File: config.mk
export PLATFORM = sky130hd
export DESIGN_NAME = pup_front_flat
export DESIGN_NICKNAME = d
export VERILOG_FILES = /design/src/hw/rtl/pup_pkg.sv /design/src/hw/rtl/pup_if.sv /design/src/hw/rtl/pup_front.sv /design/src/flat_wrapper.sv
export SDC_FILE = /design/constraint.sdc
export NUM_CORES = 1
export LEC_CHECK = 0
export BUFFER_PORTS_ARGS = -buffer_cell sky130_fd_sc_hd__buf_2
export CORE_ASPECT_RATIO = 1.75
export CORE_MARGIN = 5
export CORE_UTILIZATION = 55
export CTS_CLUSTER_SIZE = 16
export DETAILED_ROUTE_END_ITERATION = 12
export PLACE_DENSITY = 0.83
export SYNTH_ARGS = -nofsm -noshare
export SYNTH_HDL_FRONTEND = slang
export SYNTH_SLANG_ARGS = --single-unit
File: constraint.sdc
create_clock -name clk -period 4.9 [get_ports clk]
set_clock_uncertainty 0.05 [all_clocks]
set_input_delay 0.245 -clock clk [delete_from_list [all_inputs] [get_ports clk]]
set_output_delay 0.245 -clock clk [all_outputs]
set_load 0.03 [all_outputs]
File: src/hw/rtl/pup_pkg.sv
package pup_pkg;

  // Fixed field widths
  localparam int unsigned MODE_W      = 3;
  localparam int unsigned DEPTH_W     = 2;
  localparam int unsigned RP_W        = 15;
  localparam int unsigned CFG_IDX_W   = 2;
  localparam int unsigned CFG_DATA_W  = 15;
  localparam int unsigned PIX_W       = 32;
  localparam int unsigned BYTE_W      = 8;

  // Sizing constants
  localparam int unsigned MAX_ROW_PIXELS  = 16384;
  localparam int unsigned PALETTE_ENTRIES = 256;
  localparam int unsigned ROW_W  = $clog2(MAX_ROW_PIXELS + 1);
  localparam int unsigned COL_W  = (MAX_ROW_PIXELS > 1) ? $clog2(MAX_ROW_PIXELS) : 1;
  localparam int unsigned PAL_AW = $clog2(PALETTE_ENTRIES);
  localparam int unsigned Q_DEPTH = 4;
  localparam int unsigned Q_AW    = $clog2(Q_DEPTH);

  // Configuration register indexes
  localparam logic [CFG_IDX_W-1:0] CFG_COLOUR_MODE = 2'd0;
  localparam logic [CFG_IDX_W-1:0] CFG_DEPTH_CODE  = 2'd1;
  localparam logic [CFG_IDX_W-1:0] CFG_ROW_PIXELS  = 2'd2;

  // Colour types
  localparam logic [MODE_W-1:0] MODE_GRAY  = 3'd0;
  localparam logic [MODE_W-1:0] MODE_RGB   = 3'd2;
  localparam logic [MODE_W-1:0] MODE_PAL   = 3'd3;
  localparam logic [MODE_W-1:0] MODE_GA    = 3'd4;
  localparam logic [MODE_W-1:0] MODE_RGBA  = 3'd6;

  // Item commands
  localparam logic CMD_DATA  = 1'b0;
  localparam logic CMD_PAL_WR = 1'b1;

  localparam logic [7:0] OPAQUE = 8'hFF;

  typedef enum logic [1:0] {
    JOB_PAL_WR,
    JOB_WORD,
    JOB_GRAY,
    JOB_PAL
  } pup_job_kind_t;

  // One unit of work handed from the front to the back
  typedef struct packed {
    pup_job_kind_t        kind;
    logic [PIX_W-1:0]     word;     // finished pixel, or palette colour
    logic [BYTE_W-1:0]    data;     // packed samples, or palette index
    logic [DEPTH_W-1:0]   depth;
    logic [3:0]           count;    // pixels to emit, 1..8
    logic                 row_end;  // final pixel closes the row
    logic [BYTE_W-1:0]    filter;
  } pup_job_t;

endpackage

File: src/hw/rtl/pup_if.sv
interface pup_in_if;
  logic        valid;
  logic        ready;
  logic        cmd;
  logic [7:0]  data_byte;
  logic [7:0]  entry_index;
  logic [31:0] entry_colour;

  modport source (output valid, cmd, data_byte, entry_index, entry_colour, input ready);
  modport sink   (input valid, cmd, data_byte, entry_index, entry_colour, output ready);
endinterface


File: src/hw/rtl/pup_front.sv
module pup_front import pup_pkg::*; (
  input  logic                  clk,
  input  logic                  rst_n,
  pup_in_if.sink                in_ch,
  input  logic                  cfg_we,
  input  logic [CFG_IDX_W-1:0]  cfg_index,
  input  logic [CFG_DATA_W-1:0] cfg_wdata,
  input  logic                  q_full,
  output logic                  q_push,
  output pup_job_t              q_job
);

  logic [MODE_W-1:0]  mode_r;
  logic [DEPTH_W-1:0] depth_r;
  logic [RP_W-1:0]    row_pixels_r;

  logic               expect_filter_r, expect_filter_nxt;
  logic [COL_W-1:0]   col_r, col_nxt;
  logic [7:0]         filter_r, filter_nxt;
  logic [23:0]        part_r, part_nxt;
  logic [1:0]         bip_r, bip_nxt;

  logic               accept;
  logic               mode_ok;
  logic               sub_byte;
  logic [ROW_W-1:0]   rowlen;
  logic [3:0]         cnt;
  logic [ROW_W:0]     col_sum;
  logic [ROW_W:0]     col_one;
  logic [ROW_W-1:0]   diff;
  logic               end_sub;
  logic               end_one;
  logic [2:0]         need;
  logic               complete;
  logic [PIX_W-1:0]   word;

  assign in_ch.ready = !q_full;
  assign accept      = in_ch.valid && !q_full;

  always_ff @(posedge clk) begin
    if (!rst_n) begin
      mode_r       <= MODE_RGBA;
      depth_r      <= 2'd3;
      row_pixels_r <= RP_W'(1);
    end else if (cfg_we) begin
      unique case (cfg_index)
        CFG_COLOUR_MODE: mode_r       <= cfg_wdata[MODE_W-1:0];
        CFG_DEPTH_CODE:  depth_r      <= cfg_wdata[DEPTH_W-1:0];
        CFG_ROW_PIXELS:  row_pixels_r <= cfg_wdata[RP_W-1:0];
        default: ;
      endcase
    end
  end

  always_comb begin
    if (row_pixels_r == '0) begin
      rowlen = ROW_W'(1);
    end else if (32'(row_pixels_r) > MAX_ROW_PIXELS) begin
      rowlen = ROW_W'(MAX_ROW_PIXELS);
    end else begin
      rowlen = ROW_W'(row_pixels_r);
    end
  end

  assign mode_ok  = (mode_r == MODE_GRAY) || (mode_r == MODE_RGB) || (mode_r == MODE_PAL) ||
                    (mode_r == MODE_GA) || (mode_r == MODE_RGBA);
  assign sub_byte = (mode_r == MODE_GRAY) || (mode_r == MODE_PAL);

  // Sub-byte samples: the byte yields cnt pixels unless the row closes first
  assign cnt     = 4'(4'd8 >> depth_r);
  assign col_sum = (ROW_W+1)'(col_r) + (ROW_W+1)'(cnt);
  assign col_one = (ROW_W+1)'(col_r) + (ROW_W+1)'(1);
  assign diff    = rowlen - ROW_W'(col_r);
  assign end_sub = col_sum >= {1'b0, rowlen};
  assign end_one = col_one >= {1'b0, rowlen};

  always_comb begin
    unique case (mode_r)
      MODE_RGB: need = 3'd3;
      MODE_GA:  need = 3'd2;
      default:  need = 3'd4;
    endcase
  end
  assign complete = (3'(bip_r) + 3'd1) >= need;

  always_comb begin
    unique case (mode_r)
      MODE_RGB: word = {OPAQUE, part_r[15:0], in_ch.data_byte};
      MODE_GA:  word = {in_ch.data_byte, part_r[7:0], part_r[7:0], part_r[7:0]};
      default:  word = {in_ch.data_byte, part_r};
    endcase
  end

  always_comb begin
    expect_filter_nxt = expect_filter_r;
    col_nxt           = col_r;
    filter_nxt        = filter_r;
    part_nxt          = part_r;
    bip_nxt           = bip_r;
    q_push            = 1'b0;
    q_job.kind        = JOB_WORD;
    q_job.word        = word;
    q_job.data        = in_ch.data_byte;
    q_job.depth       = depth_r;
    q_job.count       = 4'd1;
    q_job.row_end     = end_one;
    q_job.filter      = filter_r;

    if (accept) begin
      if (in_ch.cmd == CMD_PAL_WR) begin
        q_push      = 1'b1;
        q_job.kind  = JOB_PAL_WR;
        q_job.word  = in_ch.entry_colour;
        q_job.data  = in_ch.entry_index;
      end else if (mode_ok) begin
        if (expect_filter_r) begin
          filter_nxt        = in_ch.data_byte;
          expect_filter_nxt = 1'b0;
          col_nxt           = '0;
          part_nxt          = '0;
          bip_nxt           = '0;
        end else if (sub_byte) begin
          q_push        = 1'b1;
          q_job.kind    = (mode_r == MODE_PAL) ? JOB_PAL : JOB_GRAY;
          q_job.row_end = end_sub;
          if (!end_sub) begin
            q_job.count = cnt;
          end else if (end_one) begin
            q_job.count = 4'd1;
          end else begin
            q_job.count = diff[3:0];
          end
          if (end_sub) begin
            col_nxt           = '0;
            expect_filter_nxt = 1'b1;
          end else begin
            col_nxt = COL_W'(col_sum);
          end
        end else if (complete) begin
          q_push   = 1'b1;
          part_nxt = '0;
          bip_nxt  = '0;
          if (end_one) begin
            col_nxt           = '0;
            expect_filter_nxt = 1'b1;
          end else begin
            col_nxt = COL_W'(col_one);
          end
        end else begin
          part_nxt = {part_r[15:0], in_ch.data_byte};
          bip_nxt  = bip_r + 2'd1;
        end
      end
    end
  end

  always_ff @(posedge clk) begin
    if (!rst_n) begin
      expect_filter_r <= 1'b1;
      col_r           <= '0;
      filter_r        <= '0;
      part_r          <= '0;
      bip_r           <= '0;
    end else begin
      expect_filter_r <= expect_filter_nxt;
      col_r           <= col_nxt;
      filter_r        <= filter_nxt;
      part_r          <= part_nxt;
      bip_r           <= bip_nxt;
    end
  end

endmodule

File: src/flat_wrapper.sv
// flat-port wrapper written by rule: the top's interface ports become plain ports
module pup_front_flat import pup_pkg::*;
  (clk, rst_n, cfg_we, cfg_index, cfg_wdata, q_full, q_push, q_job, in_ch_valid, in_ch_cmd, in_ch_data_byte, in_ch_entry_index, in_ch_entry_colour, in_ch_ready);
  pup_in_if in_ch_i ();
  input  logic clk;
  input  logic rst_n;
  input  logic cfg_we;
  input  logic [CFG_IDX_W-1:0] cfg_index;
  input  logic [CFG_DATA_W-1:0] cfg_wdata;
  input  logic q_full;
  output logic q_push;
  output pup_job_t q_job;
  input wire logic [$bits(in_ch_i.valid)-1:0] in_ch_valid;
  input wire logic [$bits(in_ch_i.cmd)-1:0] in_ch_cmd;
  input wire logic [$bits(in_ch_i.data_byte)-1:0] in_ch_data_byte;
  input wire logic [$bits(in_ch_i.entry_index)-1:0] in_ch_entry_index;
  input wire logic [$bits(in_ch_i.entry_colour)-1:0] in_ch_entry_colour;
  output wire logic [$bits(in_ch_i.ready)-1:0] in_ch_ready;
  assign in_ch_i.valid = in_ch_valid;
  assign in_ch_i.cmd = in_ch_cmd;
  assign in_ch_i.data_byte = in_ch_data_byte;
  assign in_ch_i.entry_index = in_ch_entry_index;
  assign in_ch_i.entry_colour = in_ch_entry_colour;
  assign in_ch_ready = in_ch_i.ready;
  pup_front u_core (.clk(clk), .rst_n(rst_n), .in_ch(in_ch_i), .cfg_we(cfg_we), .cfg_index(cfg_index), .cfg_wdata(cfg_wdata), .q_full(q_full), .q_push(q_push), .q_job(q_job));
endmodule
* Word level (Yosys, flattened, before mapping) *
Index checks and enable logic that the tools add are counted.

cells by class
  mux-type cells = 40
  $add $sub $neg = 5
  bitwise logic cells = 1
  reductions and logical operators = 18
  order comparisons = 4
  shifts and indexed selects = 1
  equality and inequality tests = 7

operator list
  kind                                                                    count
  24-bit two-way mux                                                      3
  14-bit two-way mux                                                      5
  32-bit case mux with 2 select lines                                     1
  42-bit two-way mux                                                      1
  40-bit two-way mux                                                      1
  15-bit >= comparator                                                    2
  15-bit two-way mux                                                      2
  5-bit two-way mux                                                       5
  14-bit by 1-bit adder with 15-bit output (second input constant)        1
  14-bit by 4-bit adder with 15-bit output                                1
  15-bit > comparator (second input constant)                             1
  15-bit logical NOT                                                      1
  2-bit two-way mux                                                       7
  1-bit two-way mux                                                       12
  4-bit AND reduction                                                     3
  4-bit two-way mux                                                       2
  3-bit by 2-bit equality test with 1-bit output (second input constant)  2
  3-bit equality test (second input constant)                             2
  3-bit case mux with 2 select lines                                      1
  2-bit AND reduction                                                     3
  1-bit logical OR                                                        5
  4-bit by 2-bit right shift with 4-bit output (first input constant)     1
  4-bit subtractor                                                        1
  2-bit by 1-bit adder with 3-bit output (second input constant)          1
  other kinds (12)                                                        12

storage, ports and cells
  word-level logic and storage cells = 84
  output and inout port bits = 59
  register bits after elaboration = 69
  input port bits = 71

* Logic depth before layout (Yosys ltp) *
  word-level depth = 11
  depth in mapped cells = 18
  gate-level depth less buffers = 17

* Worst setup path before layout *
OpenSTA, ideal clock, no wires.

  path kind = register to output
  from = register u_core.depth_r[0]
  to = output q_job[9] in the netlist's numbering
  required time = 4.605 ns
  buffers on the path = 0
  arrival time = 4.351 ns
  path slack = 0.254 ns
  cell stages (with the launch flop) = 16
  cells stage by stage = dfxtp_1 -> and2_1 -> ha_1 -> fa_1 -> or2_2 -> a21oi_1 -> o21a_1 -> xnor2_1 -> ha_1 -> or4b_4 -> a2111oi_4 -> nor2_1 -> a21o_1 -> a21o_1 -> and3b_1 -> o21ai_0

RTL lines
  what                      RTL line            source
  start: declaration        pup_front.sv:14     logic [DEPTH_W-1:0] depth_r;
  start signal: assignment  pup_front.sv:48     CFG_DEPTH_CODE: depth_r <= cfg_wdata[DEPTH_W-1:0];
  end: declaration          flat_wrapper.sv:12  output pup_job_t q_job;

==> summary.md <==
| Metric | Value |
|---|---|
| Status | finished clean |
| Io pins | 130 |
| R2r startpoint | u_core.col_r[1]$_SDFFE_PN0P_ |
| Via count | 5621 |
| CP Cell Sequence | ha_1 > a21o_1 > maj3_1 > a21o_1 > nor2b_1 > xnor2_1 > ha_1 > or4_1 > a221o_1 > a31o_1 > or2_4 > a21oi_4 > a32oi_1 > nor2_1 > buf_2 |
| Share of cells above drive strength 1 | 25.4% |
| R2r endpoint | u_core.col_r[6]$_SDFFE_PN0P_ |
| # rows | 47 |
| Longest Clk Path Bufs | 2 |
| Gate Count Post-Synth | 666 |
| Cell taking the most area after synthesis | dfxtp_1 |
| Relative slew slack | between 40% and 50% |
| Grt ovf | 0 |
| Synth warnings | 0 |
| Most frequent cells in the layout | buf_2, nand2_1, dfxtp_1 |
| Wire per inst | about 20 microns |
| Worst vdd ir | ~0.21 mV |
| Total of max-cap violations | 0 |
| Synth unique cells | between 60 and 70 |
| Number of port buffers | roughly 130 |
| Crit-path slowest cell | dfxtp_1 |
| Async SR Flop Fraction | 0% |
| Worst path arrival time | around 4500 ps |
| DR pass1 iterations | 5 |
| Remaining antenna violation count | 0 |
| Core box area | ~9500 sq um |
| Vias in the first global route | roughly 5.7k |
| Top Metal Used | met4 |
| Post-route insts no fill | roughly 910 |
| WS Path Type | reg2out |
| Final hold vios | 0 |
| Crit path buffers/inverters | 1 |
| Post-synth EDFFs | 0 |
| Drt drc | 0 |
| Worst path max stage delay | roughly 560 ps |
| Clock-pin slew on the worst setup and hold paths | approximately 60 ps |
| Crit. End Element | primary output |
| R2r setup slk | 460 ps |
| Sequential-to-total area share from yosys stat | between 20% and 30% |
| Met2 wire length | ~9000 microns |
| Final Wtd Congestion | around 1.1 |
| Hpwl dp | 13700 microns |
| Design area | approximately 6600 sq um |
| Fin Hold WS | 95.2 ps |
| Worst Hold End | u_core.row_pixels_r[3]$_SDFFE_PN0P_ |
| DR WL met3 | 1050 microns |
| DR vias/cell | 6.16 |
| Minimum clock period | 4760 ps |
| Die area | 11900 sq um |
| First-pass GRT wire length | around 28000 microns |
| Slew @ Worst Pin | roughly 880 ps |
| Placed Area | between 6000 and 7000 sq um |
| GRT Overall Usage | roughly 30% |
| Synth Flop Type | dfxtp_1 |
| Max Transition Viols Final | 0 |
| H-tree Lvls | 3 |
| Setup Total Neg Slack | 0 ps |
| Largest net degree at the start of global routing | between 50 and 60 |
| Die X-Extent | around 85 microns |
| Hold-fix buffers, CTS | 0 |
| Final Net Count | around 900 |
| Clock sink total | just under 70 |
| Die height | between 100 and 150 microns |
| Setup Viol. Count Final | 0 |
| Ant diodes | 0 |
| Initial Util | 56.2% |
| Commonest non-fill, non-tap cell in the layout | buf_2 |
| FF-to-FF path depth | 15 |
| Clock latency at the later pin of the worst-skew pair | ~350 ps |
| Root Driver | clkbuf_16 |
| Mean Syn Cell Area | around 8 sq um |
| CP Data Required Time | ~4600 ps |
| CTS Buf Count | 9 |
| Hold depth | 3 |
| Hold path startpoint | cfg_wdata[3] |
| Seq cells post-synth | slightly below 70 |
| Hold WC Path Type | in2reg |
| CTS tree | yes |
| Synth top area cells | dfxtp_1, ha_1, nand2_1, mux2i_1, nor2b_1 |
| Metal-1 WL | just over 6000 microns |
| Top cell type's share of synthesized area | approximately a quarter |
| Syn nets | approximately 780 |
| Final Cycle Share | a little over nine tenths |
| Final wirelength | approximately 18000 microns |
| CP top delay family | compound AO/OA/AOI/OAI gates |
| Synthesized area | 5350 sq um |
| Startpoint Class | flip-flop |
| Synth-to-Final Area Change | 22.4% |
| Iter 0 DRT Violations | around 430 |
| Achievable frequency | 0.210 GHz |
| Pwr Density | approximately 260 nW/um^2 |
| CP Max Fanout | 8 |
| Static Leakage | between 2 and 3 nW |
| DP Cell Count | 890 |
| Initial antenna violation count | 0 |
-- area by class of cell --
cell class	instances	area (sq um)
multi-input cells	535	3780
fillers	817	2970
flip-flops and latches	69	1380
repair buffers	148	806
clock buffers	9	225
well taps	122	153
clock inverters	7	128
inverters	22	82.6
-- stage by stage --
| step | worst slack (ps) | utilization (%) | total power [mW] |
|---|---|---|---|
| floorplan | 254 | - | 0.825 |
| global placement | 284 | 64.1 | 0.936 |
| detailed placement | 186 | 64.1 | 0.945 |
| CTS | 25.5 | 68.3 | 1.72 |
| global route | -10.9 | 68.8 | 1.78 |
| finish | 135 | 68.8 | 1.73 |
-- routing by layer --
layer	vias to the layer above	track usage (%)
met5	-	0
met4	0	25.2
met3	85	3.94
met2	292	52.4
met1	2579	28.7
li1	2665	-
-- timing repair --
item                       CTS  global route
setup endpoints to repair    5             5
pin swaps                    3             1
buffers inserted             3             3
gates resized for setup      7            11
-- logic make-up after synthesis --
group / synth area share (%)
DFF: 25.8
buffers and inverters: 4.65
AOI/OAI and AO/OA: 25.9
and+or+nand+nor: 22.0
xor gates and xnor gates: 4.25
muxes: 7.34
adders and majority gates: 10.0
-- worst max-delay path by stage --
| stage | endpoint | slack (ps) | cells after the start | start |
|---|---|---|---|---|
| 5_1_grt | q_job[11] | -10 | 18 | u_core.depth_r[0]$_SDFFE_PN1P_ |
| 3_5_place_dp | q_job[12] | 190 | 18 | u_core.depth_r[0]$_SDFFE_PN1P_ |
| 3_3_place_gp | q_job[10] | 280 | 18 | u_core.depth_r[0]$_SDFFE_PN1P_ |
| 6_report | q_job[12] | 140 | 15 | u_core.col_r[1]$_SDFFE_PN0P_ |
| 4_1_cts | q_job[12] | 30 | 18 | u_core.depth_r[0]$_SDFFE_PN1P_ |
| 2_1_floorplan | q_job[9] | 250 | 15 | u_core.depth_r[0]$_SDFFE_PN1P_ |
-- worst reg2reg max path, cell delays in order, from the launching register on --
cell	delay [ps]
dfxtp_1	560
ha_1	320
a21o_1	220
maj3_1	390
a21o_1	270
nor2b_1	170
xnor2_1	130
ha_1	200
or4_1	470
a221o_1	280
a31o_1	260
or2_4	270
a211oi_4	330
buf_12	180
a221oi_1	90
a21oi_1	170
-- registers in the layout, summed over array words and instances, names as in the netlist --
register,cells
u_core.mode_r,3
u_core.depth_r,2
u_core.filter_r,8
u_core.row_pixels_r,15
u_core.col_r,14
u_core.part_r,24
u_core.bip_r,2
u_core.expect_filter_r,1
-- synthesized netlist by cell type, drive strengths merged (2+ instances only) --
master	instances
mux2i	28
a2111oi	4
nor3	7
and3b	3
or2	3
nand2	79
nand4	3
o211ai	7
nor3b	3
xnor2	19
o22ai	7
nor4	5
a31oi	2
and2	5
buf	11
a22oi	33
a21o	10
nor2	49
o21ai	28
dfxtp	69
nand3b	2
a21boi	16
ha	39
o22a	8
and4	5
o221ai	9
xor2	7
fa	2
clkbuf	29
a32oi	4
nand3	11
a221oi	5
and3	7
mux2	10
o21a	4
a221o	2
inv	21
nand2b	5
or4	3
a21oi	41
nor2b	42
a211oi	4
-- where the power goes --
group / switching (mW) / internal, mW / leakage [nW]
logic: 0.225 / 0.132 / 2.01
clock network: 0.284 / 0.505 / 0.173
registers: 0.0136 / 0.573 / 0.558
total: 0.523 / 1.21 / 2.74
Note: power is estimated with default switching activity, not from simulation.
