--- config.mk ---
export PLATFORM = sky130hd
export DESIGN_NAME = pup_fifo
export DESIGN_NICKNAME = d
export VERILOG_FILES = /design/src/hw/rtl/pup_pkg.sv /design/src/hw/rtl/pup_fifo.sv
export SDC_FILE = /design/constraint.sdc
export NUM_CORES = 1
export LEC_CHECK = 0
export BUFFER_PORTS_ARGS = -buffer_cell sky130_fd_sc_hd__buf_2
export CORE_MARGIN = 3
export CORE_UTILIZATION = 45
export DETAILED_ROUTE_END_ITERATION = 6
export PLACE_DENSITY = 0.67
export RECOVER_POWER = 50
export SLEW_MARGIN = 5
export SYNTH_ARGS = -nofsm -noshare
export SYNTH_HDL_FRONTEND = slang
export SYNTH_SLANG_ARGS = --single-unit
--- constraint.sdc ---
create_clock -name clk -period 2.4 [get_ports clk]
set_clock_uncertainty 0.1 [all_clocks]
set_input_delay 0.24 -clock clk [delete_from_list [all_inputs] [get_ports clk]]
set_output_delay 0.24 -clock clk [all_outputs]
set_load 0.1 [all_outputs]
--- src/hw/rtl/pup_pkg.sv ---
package pup_pkg;

  // Fixed field widths
  localparam int unsigned MODE_W      = 3;
  localparam int unsigned DEPTH_W     = 2;
  localparam int unsigned RP_W        = 15;
  localparam int unsigned CFG_IDX_W   = 2;
  localparam int unsigned CFG_DATA_W  = 15;
  localparam int unsigned PIX_W       = 32;
  localparam int unsigned BYTE_W      = 8;

  // Sizing constants
  localparam int unsigned MAX_ROW_PIXELS  = 16384;
  localparam int unsigned PALETTE_ENTRIES = 256;
  localparam int unsigned ROW_W  = $clog2(MAX_ROW_PIXELS + 1);
  localparam int unsigned COL_W  = (MAX_ROW_PIXELS > 1) ? $clog2(MAX_ROW_PIXELS) : 1;
  localparam int unsigned PAL_AW = $clog2(PALETTE_ENTRIES);
  localparam int unsigned Q_DEPTH = 4;
  localparam int unsigned Q_AW    = $clog2(Q_DEPTH);

  // Configuration register indexes
  localparam logic [CFG_IDX_W-1:0] CFG_COLOUR_MODE = 2'd0;
  localparam logic [CFG_IDX_W-1:0] CFG_DEPTH_CODE  = 2'd1;
  localparam logic [CFG_IDX_W-1:0] CFG_ROW_PIXELS  = 2'd2;

  // Colour types
  localparam logic [MODE_W-1:0] MODE_GRAY  = 3'd0;
  localparam logic [MODE_W-1:0] MODE_RGB   = 3'd2;
  localparam logic [MODE_W-1:0] MODE_PAL   = 3'd3;
  localparam logic [MODE_W-1:0] MODE_GA    = 3'd4;
  localparam logic [MODE_W-1:0] MODE_RGBA  = 3'd6;

  // Item commands
  localparam logic CMD_DATA  = 1'b0;
  localparam logic CMD_PAL_WR = 1'b1;

  localparam logic [7:0] OPAQUE = 8'hFF;

  typedef enum logic [1:0] {
    JOB_PAL_WR,
    JOB_WORD,
    JOB_GRAY,
    JOB_PAL
  } pup_job_kind_t;

  // One unit of work handed from the front to the back
  typedef struct packed {
    pup_job_kind_t        kind;
    logic [PIX_W-1:0]     word;     // finished pixel, or palette colour
    logic [BYTE_W-1:0]    data;     // packed samples, or palette index
    logic [DEPTH_W-1:0]   depth;
    logic [3:0]           count;    // pixels to emit, 1..8
    logic                 row_end;  // final pixel closes the row
    logic [BYTE_W-1:0]    filter;
  } pup_job_t;

endpackage

--- src/hw/rtl/pup_fifo.sv ---
module pup_fifo import pup_pkg::*; (
  input  logic     clk,
  input  logic     rst_n,
  input  logic     push,
  input  pup_job_t push_job,
  output logic     full,
  input  logic     pop,
  output logic     head_valid,
  output pup_job_t head_job
);

  pup_job_t        mem_r [Q_DEPTH];
  logic [Q_AW-1:0] wr_ptr_r, rd_ptr_r;
  logic [Q_AW:0]   cnt_r;
  logic            do_push, do_pop;

  assign full       = (cnt_r == (Q_AW+1)'(Q_DEPTH));
  assign head_valid = (cnt_r != '0);
  assign head_job   = mem_r[rd_ptr_r];
  assign do_push    = push && !full;
  assign do_pop     = pop && head_valid;

  always_ff @(posedge clk) begin
    if (do_push) begin
      mem_r[wr_ptr_r] <= push_job;
    end
  end

  always_ff @(posedge clk) begin
    if (!rst_n) begin
      wr_ptr_r <= '0;
      rd_ptr_r <= '0;
      cnt_r    <= '0;
    end else begin
      if (do_push) begin
        wr_ptr_r <= (wr_ptr_r == Q_AW'(Q_DEPTH - 1)) ? '0 : wr_ptr_r + Q_AW'(1);
      end
      if (do_pop) begin
        rd_ptr_r <= (rd_ptr_r == Q_AW'(Q_DEPTH - 1)) ? '0 : rd_ptr_r + Q_AW'(1);
      end
      unique case ({do_push, do_pop})
        2'b10:   cnt_r <= cnt_r + (Q_AW+1)'(1);
        2'b01:   cnt_r <= cnt_r - (Q_AW+1)'(1);
        default: cnt_r <= cnt_r;
      endcase
    end
  end

endmodule

# Word-level counts from Yosys, hierarchy flattened
# Memory sizes are Yosys's and may differ from the RTL's. A register that Yosys moved wholly into a read port is not among the register bits.
# Cells that the tools add are included.
# op_classes
eq_ne,5
muxes,7
add_sub_neg,4
reduce_logical,5
# op_table
operator,count
2-to-1 mux 2 bit,4
== test 2 bit (second input constant),3
one-hot mux 3 bit (2 select lines),1
adder 2 x 1 -> 2 bit (second input constant),2
adder 3 x 1 -> 3 bit (second input constant),1
== test 3 bit (second input constant),1
nonzero test 3 bit,1
subtractor 3 x 1 -> 3 bit (second input constant),1
== test 2 x 1 -> 1 bit (second input constant),1
logical AND 1 bit,2
2-to-1 mux 1 bit,2
nonzero test 2 bit,1
zero test 1 bit,1
# word_totals
memories,1
output_inout_bits,59
mem_bits_rw,228
input_bits,61
register_bits,7
elab_cells,25
# memory_table
memory,depth,word_bits,read_ports,rd_clocked_by_memory_dff,write_ports,line,source
mem_r,4,57,1,1,1,pup_fifo.sv:12,pup_job_t mem_r [Q_DEPTH];

# Logic depth before layout (Yosys ltp)
# Gate-level depths: netlist of the first run.
# logic_depth
word_depth,5
mapped_depth,10
mapped_depth_nobuf,9

# Worst setup path before layout of the first run
# OpenSTA, ideal clock, no wires.
# synth_path
kind,reg-to-reg
start,reg cnt_r[2]
end,reg cnt_r[2]
path_buffers,1
arrival_time_ps,4155
synth_period_minus_slack_ps,4331
required_ps,2224
stages_incl_launch_ff,11
setup_time_ps,76
slack_ps,-1931
path_cell_list,dfxtp_1 > nor3b_1 > nor2b_1 > clkbuf_1 > inv_1 > ha_1 > inv_1 > fa_1 > xor2_1 > or3_1 > a21boi_0
# synth_via
elab_chain_cells,5
elab_cells_between_ends,11
cone_classes,add/sub: 2; eq/ne: 3; mux: 1; reduce/logical: 5
# synth_rtl
element,line,source
from (decl),pup_fifo.sv:14,logic [Q_AW:0] cnt_r;
from (signal assigned),pup_fifo.sv:42,2'b10: cnt_r <= cnt_r + (Q_AW+1)'(1);
from (signal assigned),pup_fifo.sv:43,2'b01: cnt_r <= cnt_r - (Q_AW+1)'(1);
from (signal assigned),pup_fifo.sv:44,default: cnt_r <= cnt_r;
== test 3 bit (*),pup_fifo.sv:17,assign full = (cnt_r == (Q_AW+1)'(Q_DEPTH));
named net full,pup_fifo.sv:6,"output logic full,"
zero test 1 bit (*),pup_fifo.sv:20,assign do_push = push && !full;
logical AND 1 bit (*),pup_fifo.sv:20,
== test 2 x 1 -> 1 bit / == test 2 bit (equally long branches),pup_fifo.sv:41,"unique case ({do_push, do_pop})"
one-hot mux 3 bit (2 select lines) / nonzero test 2 bit (equally long branches),--,
# Mark *: on every way through the listed nets, which the timed path passes. The rest lies on a longest branch.
# A chain may end at the register's enable or synchronous reset.

==> results of run 1 <==
==> synthesized netlist by cell type <==
cell,n
nand2_1,7
dfxtp_1,9
edfxtp_1,228
xnor2_1,1
nor2b_1,1
mux4_2,57
inv_1,7
buf_4,2
o31ai_1,1
nor3b_1,1
buf_2,4
ha_1,6
clkbuf_1,4
o21ai_0,4
buf_6,4
nand3_1,2
xor2_1,1
nor2_1,2
a21boi_0,1
and2_1,6
or3_1,2
mux2i_1,2
fa_1,1
==> how the worst min path moves through the flow <==
| stage | startpoint | endpoint | slack [ps] | cells after the start |
|---|---|---|---|---|
| 6_report | push | wr_ptr_r[0] | 140 | 3 |
| 5_1_grt | push | wr_ptr_r[0] | 140 | 3 |
| 4_1_cts | pop | flip-flop | 120 | 4 |
| 3_5_place_dp | push_job[17] | mem_r[1][17] | 360 | 1 |
| 3_3_place_gp | push_job[41] | mem_r[0][41] | 350 | 1 |
| 2_1_floorplan | push_job[0] | mem_r[0][0] | 240 | 0 |
==> state kept, by name, indices dropped and copies added (netlist names), named ones only <==
name      cells
wr_ptr_r      2
cnt_r         3
rd_ptr_r      2
mem_r       228
==> report_power, final <==
| group | leakage [nW] | switching, mW | internal [mW] |
|---|---|---|---|
| clock | 0.350 | 1.43 | 1.84 |
| sequential | 2.17 | 0.131 | 5.01 |
| combinational | 1.13 | 4.32 | 1.38 |
==> logic make-up after synthesis <==
family	after synthesis	synth area share (%)
fa+ha+maj	7	1.09
simple gates	21	1.24
buf+inv	21	1.39
compound gates	6	0.402
flops	237	80.7
mux	59	15.0
xor+xnor	2	0.201
==> routing by layer <==
| metal | vias up | routed length [um] | share of wire [%] |
|---|---|---|---|
| li1 | 1896 | - | - |
| met1 | 2197 | 6560 | 42 |
| met2 | 121 | 7980 | 51 |
| met3 | 27 | 850 | 5.4 |
| met4 | 0 | 368 | 2.3 |
| met5 | - | 0 | 0 |
==> through the flow <==
stage	util [%]	hold slack (ps)	total power [mW]	area, sq um	worst slack, ps
final	58.7	143	14.1	11100	78.9
after global placement	52.0	350	10.8	9790	361
after floorplan	-	239	9.89	8730	-400
after global routing	58.7	141	14.7	11100	0.557
after CTS	58.9	120	14.2	11100	10.8
after detailed placement	52.0	356	10.8	9790	183
==> repair_timing <==
item	CTS	global route
cloned	0	0
setup buffers	2	0
gates resized for setup	1	32
endpoints found under the hold margin	234	0
hold buffers	58	0
endpoints found under the setup margin	47	22
==> layout make-up <==
cell class / count / area share, %
sequential: 237 / 63.7
multi-input combinational: 95 / 14.2
timing repair buffer: 193 / 12.6
clock buffer: 29 / 5.60
tap: 260 / 2.94
clock inverter: 15 / 0.758
inverter: 7 / 0.238
==> tightest hold or removal path, cell delays in order <==
cell	delay [ps]
buf_2	100
nor2b_1	210
mux2i_1	140
==> impl_summary.log, run 1 <==
INFO  metric fmax = 431 MHz
INFO  metric worst_pin_slew = 548 ps
INFO  metric hold_path.class = in -> reg
INFO  metric synth.largest_area_cell = edfxtp_1
INFO  metric htree_num_levels = 1
INFO  metric synthToLayoutAreaGrowth = 27.0%
INFO  metric final_common_cell = edfxtp_1
INFO  metric core_area = 0.0188 sq mm
INFO  metric final_period_minus_worst_setup_slack = 2320 ps
INFO  metric globalRoute.busiestLayer = met2
INFO  metric worstPathCellList = buf_12 -> mux4_2 -> buf_2
INFO  metric grt_start_max_net_pins = 37
INFO  metric first_global_vias = 4659
INFO  metric detail_route.vias_per_cell = 5.07
INFO  metric combined_area_of_all_synthesized_cells = 0.00871 sq mm
INFO  metric timing.slew.headroom = 63.6%
INFO  metric layout-drive-gt1-share = 31.3%
INFO  metric critical_path_required = 2060 ps
INFO  metric timing.critical_path.to_type = primary output
INFO  metric syn_nets = 421
INFO  metric worst-path-stages = 3
INFO  metric synthCells = 353
INFO  metric cts-buffers-inserted = 24
INFO  metric final_setup_vio_count = 0
INFO  metric reg2reg_slack = 140 ps
INFO  metric globalRoute.totalOverflow = 0
INFO  metric cts.root.buffer_cell = clkbuf_16
INFO  metric multi_input_comb_area = 0.00157 sq mm
INFO  metric max-clock-path-buffers = 3
INFO  metric drt_iter0_drc = 176
INFO  metric arrival = 1980 ps
INFO  metric synth_cell_type_count = 23
INFO  metric row_count = 50
INFO  metric clock_tree_from_tritoncts = done
INFO  metric timing.critical_path.to = head_job[18]
INFO  metric detail_route.wl_per_cell = 18.8 um
INFO  metric boundaryPins = 120
INFO  metric worstRegToRegCells = 9
INFO  metric clkSinkCount = 237
INFO  metric rsz_0062_raised_after_global_routing = false
INFO  metric dieArea = 0.0211 sq mm
INFO  metric irDropWorstVdd = 0.876 mV
INFO  metric fin_crit_sh = 96.7%
INFO  metric routability_driven_placement_congestion_ratio = 0.720
INFO  metric grt_util_met2 = 25.5%
INFO  metric synth-seq-cells = 237
INFO  metric critPathMaxFanout = 19
INFO  metric diodes = 0
INFO  metric worstSetupPathType = reg -> out
INFO  metric grt_antenna_before_repair = 0
INFO  metric clock_insertion_delay_worst_skew = 500 ps
INFO  metric synthesis.yosys.warnings = 0
INFO  metric chipWidth = 145 um
INFO  metric number_of_nets_in_the_layout = 626
INFO  metric most-common-layout-cells = 228 x edfxtp_1, 63 x clkbuf_1, 58 x dlygate4sd3_1
INFO  metric power.density = 1280 mW/mm^2
INFO  metric drtAntennaViolNets = 0
INFO  metric post_synth_main_area_contributors = edfxtp_1 79%, mux4_2 15%, dfxtp_1 2.1%
INFO  metric critical-path-slowest-cell = mux4_2
INFO  metric die_height = 145 um
INFO  metric met1_usage = 20.5%
INFO  metric grt.met3_usage = 3.65%
INFO  metric wire_length_of_the_first_global_routing_pass = 25.7 mm
INFO  metric io_buffers = 119
INFO  metric crit_family = multiplexers
INFO  metric slowest_delay = 530 ps
INFO  metric worstSetupStartpointType = flip-flop
INFO  metric clk_pin_slew = 60 ps
INFO  metric hpwlAfterDp = 9.47 mm
INFO  metric power_leakage = 3.64 nW
INFO  metric layout_cells_excl_fill = 836
INFO  metric outcome = complete, no violations
INFO  metric timing.critical_path.buf_inv = 2
INFO  metric ff_latch_area = 0.00704 sq mm
INFO  metric route.detailed.drc = 0
INFO  metric rr_startpoint = cnt_r[0]
INFO  metric dr_total_vias = 4241
INFO  metric timing.final.hold_violations = 0
INFO  metric max_cap_violations = 0
INFO  metric start_util = 46.2%
INFO  metric drt_pre_antenna_iters = 6
INFO  metric groute.usage.overall = 15.2%
INFO  metric report.final.slew_viol_count = 0
INFO  metric numPlacedInstances = 732
INFO  metric drt-total-wl = 15.8 mm
INFO  metric count_of_fill_cells_added_during_filler_insertion = 1390
INFO  metric total_neg_setup_slack = 0 ps
INFO  metric yosys.area.top_type_share = 78.6%
INFO  metric worst_flop_to_flop_path_endpoint = cnt_r[2]
INFO  metric yosysSeqAreaShare = 80.7%
INFO  metric syn_avg_cell_area = 24.7 sq um
Note: power is estimated with default switching activity, not from simulation.
==> inputs of run 2 (changes only) <==
- GPL_TIMING_DRIVEN: default -> 0
==> impl_summary.log, run 2 (same netlist as run 1, synthesis figures left out) <==
INFO  metric outcome = complete, no violations
INFO  metric clock_insertion_delay_worst_skew = 500 ps (about the same)
INFO  metric htree_num_levels = 1 (unchanged)
INFO  metric detail_route.vias_per_cell = 5.08 (+0.18%)
INFO  metric post_cts_buffers = 0 (-2)
INFO  metric most-common-layout-cells = 228 x edfxtp_1, 61 x clkbuf_1, 58 x dlygate4sd3_1
INFO  metric worst_pin_slew = 683 ps (+135 ps)
INFO  metric layout_cells_excl_fill = 838 (+0.24%)
INFO  metric detail_route.wl_per_cell = 19.2 um (+1.8%)
INFO  metric drt_pre_antenna_iters = 4 (-2)
INFO  metric timing.critical_path.buf_inv = 2 (unchanged)
INFO  metric io_buffers = 119 (unchanged)
INFO  metric slowest_delay = 530 ps (about the same)
INFO  metric die_height = 145 um (unchanged)
INFO  metric finalHoldWorstSlack = 74.7 ps (-68.5 ps)
INFO  metric crit_family = buffers and inverters
INFO  metric final_period_minus_worst_setup_slack = 2300 ps (-20.5 ps)
INFO  metric rsz_0062_raised_after_global_routing = true
INFO  metric post-layout-total-power = 14.5 mW (+2.8%)
INFO  metric dieArea = 0.0211 sq mm (unchanged)
INFO  metric critical-path-slowest-cell = mux4_2
INFO  metric drt_iter0_drc = 224 (+27%)
INFO  metric largest-register = mem_r
INFO  metric route.detailed.drc = 0 (unchanged)
INFO  metric timing.final.hold_violations = 0 (unchanged)
INFO  metric power.density = 1290 mW/mm^2 (+1.3%)
INFO  metric layout-drive-gt1-share = 31.3% (+0.065 points)
INFO  metric first_global_vias = 4648 (-0.24%)
INFO  metric power_leakage = 3.71 nW (+1.8%)
INFO  metric hpwlAfterDp = 9.44 mm (-0.37%)
INFO  metric wire_length_of_the_first_global_routing_pass = 25.7 mm (about the same)
INFO  metric grt_start_max_net_pins = 44 (+19%)
INFO  metric drtAntennaViolNets = 0 (unchanged)
INFO  metric multi_input_comb_area = 0.00158 sq mm (+0.80%)
INFO  metric report.final.slew_viol_count = 0 (unchanged)
INFO  metric drt-total-wl = 16.1 mm (+2.1%)
INFO  metric fin_crit_sh = 95.9% (-0.85 points)
INFO  metric total_neg_setup_slack = 0 ps (unchanged)
INFO  metric routability_driven_placement_congestion_ratio = 0.696 (-3.3%)
INFO  metric timing.critical_path.to_type = primary output
INFO  metric dr_total_vias = 4259 (+0.42%)
INFO  metric clkSinkCount = 237 (unchanged)
INFO  metric arrival = 1960 ps (-20 ps)
INFO  metric critical_path_required = 2060 ps (about the same)
INFO  metric groute.usage.overall = 15.4% (+0.17 points)
INFO  metric hold_path.class = in -> reg
INFO  metric finalInstanceArea = 0.0112 sq mm (+1.5%)
INFO  metric worstPathCellList = buf_4 -> mux4_2 -> buf_2
INFO  metric final_common_cell = edfxtp_1
INFO  metric dpl_cell_area = 0.00975 sq mm (-0.40%)
INFO  metric critPathMaxFanout = 10 (-9)
INFO  metric max_cap_violations = 0 (unchanged)
INFO  metric diodes = 0 (unchanged)
INFO  metric number_of_nets_in_the_layout = 628 (+0.32%)
INFO  metric start_util = 46.2% (unchanged)
INFO  metric cts-buffers-inserted = 24 (unchanged)
INFO  metric synthToLayoutAreaGrowth = 28.8%
INFO  metric leading_registers_by_flop_count = mem_r (228), cnt_r (3)
INFO  metric final_setup_vio_count = 0 (unchanged)
INFO  metric fmax = 435 MHz (+0.89%)
INFO  metric cts.root.buffer_cell = clkbuf_16
INFO  metric clock_tree_from_tritoncts = done
INFO  metric globalRoute.totalOverflow = 0 (unchanged)
INFO  metric largest_register_ffs = 228 (unchanged)
INFO  metric clk_pin_slew = 60 ps (about the same)
INFO  metric row_count = 50 (unchanged)
INFO  metric irDropWorstVdd = 0.808 mV (-7.8%)
INFO  metric boundaryPins = 120 (unchanged)
INFO  metric timing.slew.headroom = 54.4% (-9.2 points)
INFO  metric max-clock-path-buffers = 3 (unchanged)
INFO  metric worstSetupPathType = reg -> out
INFO  metric numPlacedInstances = 736 (+0.55%)
INFO  metric chipWidth = 145 um (unchanged)
INFO  metric count_of_fill_cells_added_during_filler_insertion = 1401 (+0.79%)
INFO  metric worstSetupStartpointType = flip-flop
INFO  metric ff_latch_area = 0.00703 sq mm (about the same)
INFO  metric core_area = 0.0188 sq mm (unchanged)
INFO  metric grt_antenna_before_repair = 0 (unchanged)
==> run 2: cell types whose count changed in the layout (fill, tap and decap cells not counted), moves of 2 or more <==
cell / delta
clkbuf_4: -8
clkbuf_1: -2
buf_12: -2
buf_2: -9
clkinv_1: +3
clkbuf_8: +3
buf_6: +23
buf_4: -4
clkinv_2: -5
==> run 2: path summary, 6_finish.rpt <==
| check | startpoint | end | slack [ps] | cells past startpoint |
|---|---|---|---|---|
| max | flip-flop | head_job[3] | 100 | 3 |
| min | pop | rd_ptr_r[1] | 70 | 3 |
| max reg2reg | cnt_r[1] | cnt_r[2] | 110 | 10 |
| min reg2reg | wr_ptr_r[1] | wr_ptr_r[1] | 400 | 2 |
==> run 2: routing by layer <==
layer	up-vias	routed length (um)	GRT usage, %
li1	1910	-	-
met4	0	342	3.94
met2	116	8340	26.4
met1	2205	6660	20.5
met3	28	734	3.06
met5	-	0	0
==> run 2: through the flow <==
step | util [%] | worst slack (ps)
after global routing | 59.6 | -14.9
after CTS | 59.4 | 2.22
after detailed placement | 51.8 | 158
final | 59.6 | 99.4
after floorplan | - | -400
after global placement | 51.3 | -247
==> run 2: repair_timing <==
item | CTS | global route
hold buffers | 58 | 0
endpoints found under the setup margin | 50 | 38
gates resized for setup | 45 | 27
hold endpoints to repair | 230 | 0
==> run 2: report_power, final <==
group	internal, mW	total (mW)	switching (mW)
Clock	1.99	3.43	1.45
Combinational	1.58	5.95	4.37
Sequential	5.01	5.13	0.125
Total	8.57	14.5	5.94
==> run 2: final cells by class <==
class | count | share of cell area, %
plain buffers | 14 | 1.28
clock buffers | 31 | 6.05
clock inverters | 13 | 0.558
inverters | 7 | 0.234
multi-input cells | 95 | 14.1
flip-flops and latches | 237 | 62.7
well taps | 260 | 2.90
repair buffers | 181 | 12.2
==> run 2: worst min-delay path, cell delays in order <==
cell and delay [ps]:
buf_2 100, o31ai_1 140, o21ai_0 130
==> inputs of run 3 (changes only) <==
- ABC_AREA: default -> 1
==> impl_summary.log, run 3 <==
INFO  metric clock_insertion_delay_worst_skew = 500 ps (about the same)
INFO  metric first_global_vias = 6248 (+34%)
INFO  metric fmax = 431 MHz (-0.84%)
INFO  metric clkSinkCount = 237 (unchanged)
INFO  metric yosys.area.top_type_share = 76.7% (-2.0 points)
INFO  metric dr_total_vias = 5860 (+38%)
INFO  metric clock_tree_from_tritoncts = done
INFO  metric outcome = complete, no violations
INFO  metric route.detailed.drc = 0 (unchanged)
INFO  metric routability_driven_placement_congestion_ratio = 0.735 (+5.6%)
INFO  metric final_period_minus_worst_setup_slack = 2320 ps (+19.4 ps)
INFO  metric drt_iter0_drc = 456 (+100%)
INFO  metric finalInstanceArea = 0.0120 sq mm (+6.8%)
INFO  metric critical_path_required = 2060 ps (about the same)
INFO  metric boundaryPins = 120 (unchanged)
INFO  metric max-clock-path-buffers = 3 (unchanged)
INFO  metric largest_register_ffs = 228 (unchanged)
INFO  metric cts-buffers-inserted = 24 (unchanged)
INFO  metric worstPathCellList = buf_4 -> buf_4 -> nor2_1 -> o22ai_2 -> buf_4
INFO  metric grt_start_max_net_pins = 28 (-36%)
INFO  metric worstSetupStartpointType = flip-flop
INFO  metric rr_startpoint = cnt_r[1]
INFO  metric timing.critical_path.to_type = primary output
INFO  metric synthesis.yosys.warnings = 0 (unchanged)
INFO  metric row_count = 50 (unchanged)
INFO  metric dieArea = 0.0216 sq mm (+2.4%)
INFO  metric most-common-layout-cells = 228 x edfxtp_1, 128 x nor2_1, 108 x o21ai_0
INFO  metric synth_async_sr_flop_share = 0% (unchanged)
INFO  metric globalRoute.totalOverflow = 0 (unchanged)
INFO  metric timing.slew.headroom = 33.8% (-21 points)
INFO  metric core_area = 0.0191 sq mm (+1.3%)
INFO  metric fin_crit_sh = 96.7% (+0.81 points)
INFO  metric timing.final.hold_violations = 0 (unchanged)
INFO  metric critPathMaxFanout = 10 (unchanged)
INFO  metric clk_pin_slew = 60 ps (about the same)
INFO  metric report.final.slew_viol_count = 0 (unchanged)
INFO  metric hold_start = push
INFO  metric io_buffers = 119 (unchanged)
INFO  metric drt_pre_antenna_iters = 6 (+2)
INFO  metric drt-total-wl = 21.2 mm (+32%)
INFO  metric post_cts_buffers = 0 (unchanged)
INFO  metric worst_pin_slew = 990 ps (+306 ps)
INFO  metric netlist_top_cells_count = 228 x edfxtp_1, 129 x nor2_1, 108 x o21ai_0
INFO  metric slowest_delay = 460 ps (-70 ps)
INFO  metric synth.largest_area_cell = edfxtp_1
INFO  metric final_common_cell = edfxtp_1
INFO  metric yosysSeqAreaShare = 78.7% (-2.0 points)
INFO  metric synth-seq-cells = 237 (unchanged)
INFO  metric synth-edff-count = 228 (unchanged)
INFO  metric leading_registers_by_flop_count = mem_r (228), cnt_r (3)
INFO  metric detail_route.wl_per_cell = 19.1 um (-0.39%)
INFO  metric hold_path.class = in -> reg
INFO  metric drtAntennaViolNets = 0 (unchanged)
INFO  metric worstSetupPathType = reg -> out
INFO  metric final_setup_vio_count = 0 (unchanged)
INFO  metric number_of_nets_in_the_layout = 901 (+43%)
INFO  metric critical-path-slowest-cell = dfxtp_2
INFO  metric chipWidth = 147 um (+1.2%)
INFO  metric arrival = 1980 ps (+20 ps)
INFO  metric max_cap_violations = 0 (unchanged)
INFO  metric final_core_utilization = 62.8% (+3.2 points)
INFO  metric syn_nets = 689 (+64%)
INFO  metric htree_num_levels = 1 (unchanged)
INFO  metric synthCells = 621 (+76%)
INFO  metric combined_area_of_all_synthesized_cells = 0.00893 sq mm (+2.5%)
INFO  metric diodes = 0 (unchanged)
INFO  metric groute.usage.overall = 19.3% (+3.9 points)
INFO  metric layout-drive-gt1-share = 23.9% (-7.4 points)
INFO  metric dpl_cell_area = 0.0104 sq mm (+6.6%)
INFO  metric syn_avg_cell_area = 14.4 sq um (-42%)
INFO  metric synth_cell_type_count = 19 (-17%)
INFO  metric yosysMostFrequentCell = edfxtp_1
INFO  metric start_util = 46.8% (+0.55 points)
INFO  metric die_height = 147 um (+1.2%)
INFO  metric largest-register = mem_r
INFO  metric synthToLayoutAreaGrowth = 34.2%
INFO  metric detail_route.vias_per_cell = 5.29 (+4.1%)
INFO  metric wire_length_of_the_first_global_routing_pass = 32.9 mm (+28%)
INFO  metric cts.root.buffer_cell = clkbuf_16
INFO  metric hpwlAfterDp = 12.7 mm (+35%)
INFO  metric worst_path_most_repeated_cell = buf_4
INFO  metric grt_antenna_before_repair = 0 (unchanged)
INFO  metric ys.flop_type = edfxtp_1
INFO  metric post_synth_main_area_contributors = edfxtp_1 77%, o21ai_0 6.1%, nor2_1 5.4%
-- run 3: what timing repair did --
item                       4_1_cts  5_1_grt
gates resized for setup         86       34
hold buffers                    59        0
setup endpoints to repair       57       50
cloned                           0        0
hold endpoints to repair       237        0
-- run 3: cells by family after synthesis --
group                    synth area share (%)
AND/OR/NAND/NOR                          6.26
adder cells (fa/ha/maj)                  1.07
flip-flops                               78.7
buffers and inverters                    3.31
AO/OA/AOI/OAI                            10.7
-- run 3: area by class of cell --
| cell class | count | area, sq um |
|---|---|---|
| repair buffers | 186 | 1550 |
| plain buffers | 36 | 255 |
| inverters | 18 | 70.1 |
| flip-flops and latches | 237 | 7030 |
| clock buffers | 26 | 629 |
| multi-input cells | 330 | 1970 |
| fillers | 1411 | 7100 |
| well taps | 260 | 325 |
| clock inverters | 15 | 146 |
-- run 3: per-layer routing --
layer	GRT usage, %	routed length, um
met5	0	0
met4	4.84	348
met3	4.13	1450
met2	34.4	10800
met1	24.0	8620
-- run 3: worst max-delay path, delay by kind of cell (launching register included) --
family / cells / cell delay [ps]
flip-flops: 1 / 460
buffers and inverters: 3 / 790
AND/OR/NAND/NOR: 1 / 80
AO/OA/AOI/OAI: 1 / 140
-- run 3: path summary, 6_finish.rpt --
| check | endpoint | cells past startpoint | slack [ps] |
|---|---|---|---|
| setup / recovery | head_job[47] | 5 | 80 |
| hold / removal | wr_ptr_r[1] | 4 | 60 |
| setup reg to reg | mem_r[0][24] | 5 | 220 |
| hold reg to reg | flip-flop | 4 | 460 |
-- run 3: per-stage QoR --
stage | setup slack, ps | instances | TNS [ps] | hold slack (ps)
global route | -15.0 | 1108 | -15.0 | 74.2
global placement | -1540 | 1000 | -344680 | 349
detailed placement | 128 | 1008 | 0 | 355
floorplan | -278 | 621 | -63440 | 239
CTS | 1.26 | 1108 | 0 | 277
finish | 79.9 | 1108 | 0 | 64.3
Power of run 3 is not shown: default switching activity piles up to over one toggle a cycle in this logic, so the estimate is an artifact.
